==> src/rtl/core/tkrt_pkg.sv <==
package tkrt_pkg;

    // field widths fixed by the item format
    localparam int ID_W       = 32;
    localparam int IN_SCORE_W = 32;
    localparam int SCORE_W    = 48;
    localparam int MODE_W     = 2;
    localparam int CAP_W      = 7;
    localparam int OUT_W      = 7;

    // widest position or count a cell ever compares against (table depth up to 2047)
    localparam int MAX_CNT_W  = 11;

    // register indexes on the configuration port
    localparam int CFG_IDX_W = 1;
    localparam logic [CFG_IDX_W-1:0] REG_UPDATE_MODE    = 1'd0;
    localparam logic [CFG_IDX_W-1:0] REG_CAPACITY_LIMIT = 1'd1;

    // function codes carried in tuser
    localparam logic FUNC_PUSH  = 1'b0;
    localparam logic FUNC_QUERY = 1'b1;

    // rank reported for an absent id
    localparam logic [OUT_W-1:0] RANK_NONE = {OUT_W{1'b1}};

    typedef enum logic [MODE_W-1:0] {
        MODE_OVERWRITE   = 2'd0,
        MODE_KEEP_LARGER = 2'd1,
        MODE_ADD         = 2'd2,
        MODE_HOLD        = 2'd3
    } update_mode_t;

    typedef enum logic [2:0] {
        ST_IDLE,
        ST_MATCH,
        ST_LOCATE,
        ST_SCORE,
        ST_PLACE,
        ST_FIND,
        ST_MOVE
    } tkrt_state_t;

    typedef logic signed [SCORE_W-1:0] score_t;

    // broadcast from the sequencer to every cell of the row
    typedef struct packed {
        logic                 flag_en;
        logic                 cmp_en;
        logic                 move_en;
        logic                 up;
        logic [MAX_CNT_W-1:0] count;
        logic [MAX_CNT_W-1:0] key_pos;
        logic [MAX_CNT_W-1:0] tgt_pos;
        logic [ID_W-1:0]      id;
        logic [SCORE_W-1:0]   score;
    } tkrt_cell_ctrl_t;

    // per-cell flags back to the sequencer
    typedef struct packed {
        logic match;
        logic ge;
        logic cmp;
    } tkrt_cell_stat_t;

endpackage

==> src/rtl/core/tkrt_cell.sv <==
module tkrt_cell
    import tkrt_pkg::*;
(
    input  logic                 clk,
    input  logic                 rst_n,
    input  logic [MAX_CNT_W-1:0] pos,
    input  tkrt_cell_ctrl_t      ctrl,
    input  logic [ID_W-1:0]      left_id,
    input  score_t               left_score,
    input  logic [ID_W-1:0]      right_id,
    input  score_t               right_score,
    output logic [ID_W-1:0]      id,
    output score_t               score,
    output tkrt_cell_stat_t      stat
);

    logic [ID_W-1:0] id_reg;
    logic [ID_W-1:0] id_next;
    score_t          score_reg;
    score_t          score_next;
    logic            match_reg;
    logic            match_next;
    logic            ge_reg;
    logic            ge_next;
    logic            cmp_reg;
    logic            cmp_next;
    logic            valid;
    logic            is_key;
    logic            below_key;
    score_t          ref_score;

    assign valid     = pos < ctrl.count;
    assign is_key    = pos == ctrl.key_pos;
    assign below_key = pos < ctrl.key_pos;
    assign ref_score = $signed(ctrl.score);

    always_comb
    begin
        id_next    = id_reg;
        score_next = score_reg;
        match_next = match_reg;
        ge_next    = ge_reg;
        cmp_next   = cmp_reg;
        if (ctrl.flag_en)
        begin
            match_next = valid && (id_reg == ctrl.id);
            ge_next    = valid && (score_reg >= ref_score);
        end
        if (ctrl.cmp_en)
        begin
            // up: entries above the key that stay ahead; down: key and everything ahead
            if (ctrl.up)
                cmp_next = valid && below_key && (score_reg >= ref_score);
            else
                cmp_next = is_key || (valid && (score_reg > ref_score));
        end
        if (ctrl.move_en)
        begin
            if (pos == ctrl.tgt_pos)
            begin
                id_next    = ctrl.id;
                score_next = ref_score;
            end
            else if (ctrl.up && (pos > ctrl.tgt_pos) && (pos <= ctrl.key_pos))
            begin
                id_next    = left_id;
                score_next = left_score;
            end
            else if (!ctrl.up && (pos >= ctrl.key_pos) && (pos < ctrl.tgt_pos))
            begin
                id_next    = right_id;
                score_next = right_score;
            end
        end
    end

    always_ff @(posedge clk or negedge rst_n)
    begin
        if (!rst_n)
        begin
            match_reg <= 1'b0;
            ge_reg    <= 1'b0;
            cmp_reg   <= 1'b0;
        end
        else
        begin
            match_reg <= match_next;
            ge_reg    <= ge_next;
            cmp_reg   <= cmp_next;
        end
    end

    always_ff @(posedge clk)
    begin
        id_reg    <= id_next;
        score_reg <= score_next;
    end

    assign id         = id_reg;
    assign score      = score_reg;
    assign stat.match = match_reg;
    assign stat.ge    = ge_reg;
    assign stat.cmp   = cmp_reg;

endmodule

==> config.mk <==
export PLATFORM = sky130hd
export DESIGN_NAME = tkrt_cell
export DESIGN_NICKNAME = d
export VERILOG_FILES = /design/src/rtl/core/tkrt_pkg.sv /design/src/rtl/core/tkrt_cell.sv
export SDC_FILE = /design/constraint.sdc
export NUM_CORES = 1
export LEC_CHECK = 0
export BUFFER_PORTS_ARGS = -buffer_cell sky130_fd_sc_hd__buf_2
export CAP_MARGIN = 20
export CORE_AREA = 2 2 146 148
export CTS_CLUSTER_DIAMETER = 200
export DETAILED_ROUTE_END_ITERATION = 7
export DIE_AREA = 0 0 148 150
export PLACE_DENSITY = 0.7
export SYNTH_ARGS = -nofsm -noshare
export SYNTH_HDL_FRONTEND = slang
export SYNTH_SLANG_ARGS = --single-unit
==> constraint.sdc <==
create_clock -name clk -period 6.2 [get_ports clk]
set_input_delay 1.24 -clock clk [delete_from_list [all_inputs] [get_ports clk]]
set_output_delay 1.24 -clock clk [all_outputs]
set_load 0.005 [all_outputs]
==> results.py <==
metrics = {
    "logic_synthesis": {
        "synth_top_area_share": 0.3653,
        "synthesis.yosys.warnings": 0,
        "netlist_top_cells_area": "edfxtp_1 37%, ha_1 15%, nand2_1 9.9%",
        "synth_edf_count": 80,
        "synth.net_count": 1161,
        "syn_area_sq_um": 6576,
        "synth-seq-cells": 83,
        "seq_area_frac_synth": 0.3767,
        "syn_avg_cell_area_sq_um": 8.314,
        "async_reset_ff_frac": 0.03614,
        "syn_inst": 791,
        "yosysTopAreaCell": "edfxtp_1",
        "ys_types": 43,
        "synthFlopType": "edfxtp_1",
    },
    "clock_network": {
        "clk_pin_slew_worst_paths_ps": 70,
        "h-tree-depth": 3,
        "cts_setup_buffers": 0,
        "clk_latency_ps": 350,
        "numCtsBuffers": 9,
        "ctsResizeCount": 0,
        "root_buffer": "clkbuf_16",
        "cts_sinks": 83,
        "cts_buffer_depth": 2,
        "cts_tree": "built",
        "hold_buffers": 0,
    },
    "setup_path": {
        "worstPathCellList": "buf_2, ha_1, nor2b_1, o21a_1, o21ai_0, a21o_1, a21oi_1, nand3_4, nand2_1, a31oi_1",
        "crit_type": "primary input to flop",
        "start_kind": "primary input",
        "slowest_stage": "nand3_4",
        "critical_path.max_stage_delay_ps": 750,
        "cp.arrival_ps": 3730,
        "crit_buf_inv": 1,
        "worstPathRequired_ps": 6230,
        "critPathTopFamily": "simple AND/OR/NAND/NOR gates",
        "path_max_fanout": 80,
        "end_kind": "flop",
    },
    "pwr": {
        "p_leak_nw": 4.523,
        "switchingPower_w": 0.0005418,
        "power.density_nw_per_um2": 202.2,
        "ir_drop_mv": 0.1410,
        "p_int_w": 0.001274,
        "pwr-share-seq": 0.399,
        "p_comb_frac": 0.261,
        "switching_share": 0.2983,
        "pwr-share-clk": 0.341,
    },
    "timing": {
        "setup_viol": 0,
        "finClkSkew_ps": 13.64,
        "layout_min_cycle_time_ps": 3705,
        "hold_viol": 0,
        "slew_viol_final": 0,
        "tightest_slew_ps": 1030,
        "fin_tns_setup_ps": 0,
        "setup_slack_ps": 2495,
        "max_freq_mhz": 269.9,
        "fin_crit_sh": 0.5976,
        "max_slew_margin": 0.3134,
        "rsz0062_at_grt": "no",
    },
    "routing": {
        "wl_met3_um": 1547,
        "highest_layer": "met5",
        "drtAntennaViolNets": 0,
        "drt_pass1_iterations": 4,
        "vias_per_cell": 4.899,
        "wl_um": 22750,
        "wl_per_cell_um": 15.99,
        "route.met2.wl_um": 11330,
        "wl_met1_um": 9349,
        "num_vias": 6971,
        "dr.first_iter.drc_count": 331,
        "drc": 0,
    },
    "grt": {
        "grt_pass1_vias": 6811,
        "antenna_found_initial": 3,
        "grt_overflow_total": 0,
        "grt.total_usage": 0.1998,
        "grt_pass1_wl_um": 34760,
        "grt_max_degree": 101,
    },
    "worst_hold_path": {
        "hold_path.class": "flop to flop",
    },
    "finish": {
        "layoutNonFillerInstCount": 1423,
        "final_core_util": 0.4341,
        "syn2layout_area_growth_pct": 36.59,
        "fin_area_sq_um": 8982,
        "nNetsFinal": 1510,
        "final_cell_mix": "372 x buf_2, 173 x nand2_1, 93 x nor2_1, 85 x inv_1",
        "largest_reg_flops": 48,
        "n_fill_cell": 2108,
        "layout_commonest_cell": "buf_2",
        "layout-drive-gt1-share": 0.3485,
    },
    "floorplan": {
        "core_area_sq_um": 20690,
        "die-width_um": 148,
        "start_util": 0.3179,
        "die_y_um": 150,
        "die-area_sq_um": 22200,
        "io_pins": 373,
        "rows": 53,
    },
    "place": {
        "dp.cells": 1404,
        "portBuffers": 372,
        "gp_congestion": 0.8923,
        "placed_area_sq_um": 8640,
        "post-place-ws_ps": 2134,
        "dp_hpwl_um": 18240,
    },
    "job": {
        "maxCapViolations": 0,
    },
    "status": {
        "status": "finished clean",
    },
}
-- per-layer routing --
metal	up-vias	GRT usage
li1	3466	-
met1	3187	0.2433
met2	280	0.3498
met3	36	0.04329
met4	2	0.06857
met5	-	0
-- area by class of cell --
cell class / count / area, sq um / share of cell area
inverter: 85 / 319.1 / 0.03552
tap: 275 / 344.1 / 0.03831
clock inverter: 7 / 110.1 / 0.01226
clock buffer: 9 / 225.2 / 0.02507
sequential: 83 / 2477 / 0.2758
timing repair buffer: 376 / 1892 / 0.2106
multi-input combinational: 585 / 3607 / 0.4016
antenna: 3 / 7.507 / 0.0008358
-- cells in the mapped netlist (3+ instances only) --
cell,instances
nand2_1,173
nor2b_1,3
ha_1,80
a31oi_1,80
a21boi_0,3
edfxtp_1,80
a21o_1,12
nand4_1,22
a21oi_1,28
clkbuf_1,23
nand3_1,12
xnor2_1,28
buf_6,3
a211oi_1,4
o21ai_0,8
nor2_1,93
dfrtp_1,3
inv_1,85
o21a_1,3
buf_4,9
buf_2,3
nor3_1,6
-- through the flow --
stage | hold WS (ps) | power, W
after floorplan | 452.9 | 0.0009795
after global placement | 461.6 | 0.001204
after detailed placement | 473.1 | 0.001213
after CTS | 490.9 | 0.001834
after global routing | 529.6 | 0.001913
final | 501.2 | 0.001816
-- logic make-up (layout without fill, tap and decap cells) --
group / count (synthesis) / after routing / share of synthesized area
flops: 83 / 83 / 0.3767
simple gates: 319 / 319 / 0.2009
compound gates: 156 / 156 / 0.1509
other cells: 0 / 3 / 0
buf+inv: 123 / 477 / 0.07934
fa+ha+maj: 80 / 80 / 0.1522
xor+xnor: 30 / 30 / 0.03996
-- power groups by stage --
stage          combinational, W  sequential, W  clock [W]
4_1_cts                0.000480       0.000724   0.000631
3_5_place_dp           0.000478       0.000735          0
5_1_grt                0.000534       0.000731   0.000648
6_report               0.000474       0.000724   0.000619
2_1_floorplan          0.000242       0.000738          0
3_3_place_gp           0.000470       0.000734          0
-- worst paths after layout --
path	slack [ps]	cells past startpoint	end	startpoint
worst max-delay path	2490	10	score[38]$_DFFE_PP_	pos[1]
max in group asynchronous	5400	1	cmp_reg$_DFFE_PN0P_	rst_n
worst min register to register	500	2	ge_reg$_DFFE_PN0P_	ge_reg$_DFFE_PN0P_
min in group asynchronous	680	1	ge_reg$_DFFE_PN0P_	rst_n
worst min-delay path	500	2	ge_reg$_DFFE_PN0P_	ge_reg$_DFFE_PN0P_
worst max register to register	3380	9	ge_reg$_DFFE_PN0P_	score[9]$_DFFE_PP_
-- worst min-delay path: cells and delay by family, from the launching register on --
family	cells	cell delay [ps]
flops	1	350
compound gates	1	60
simple gates	1	60
No activity file was read; power rests on OpenSTA's default activity.
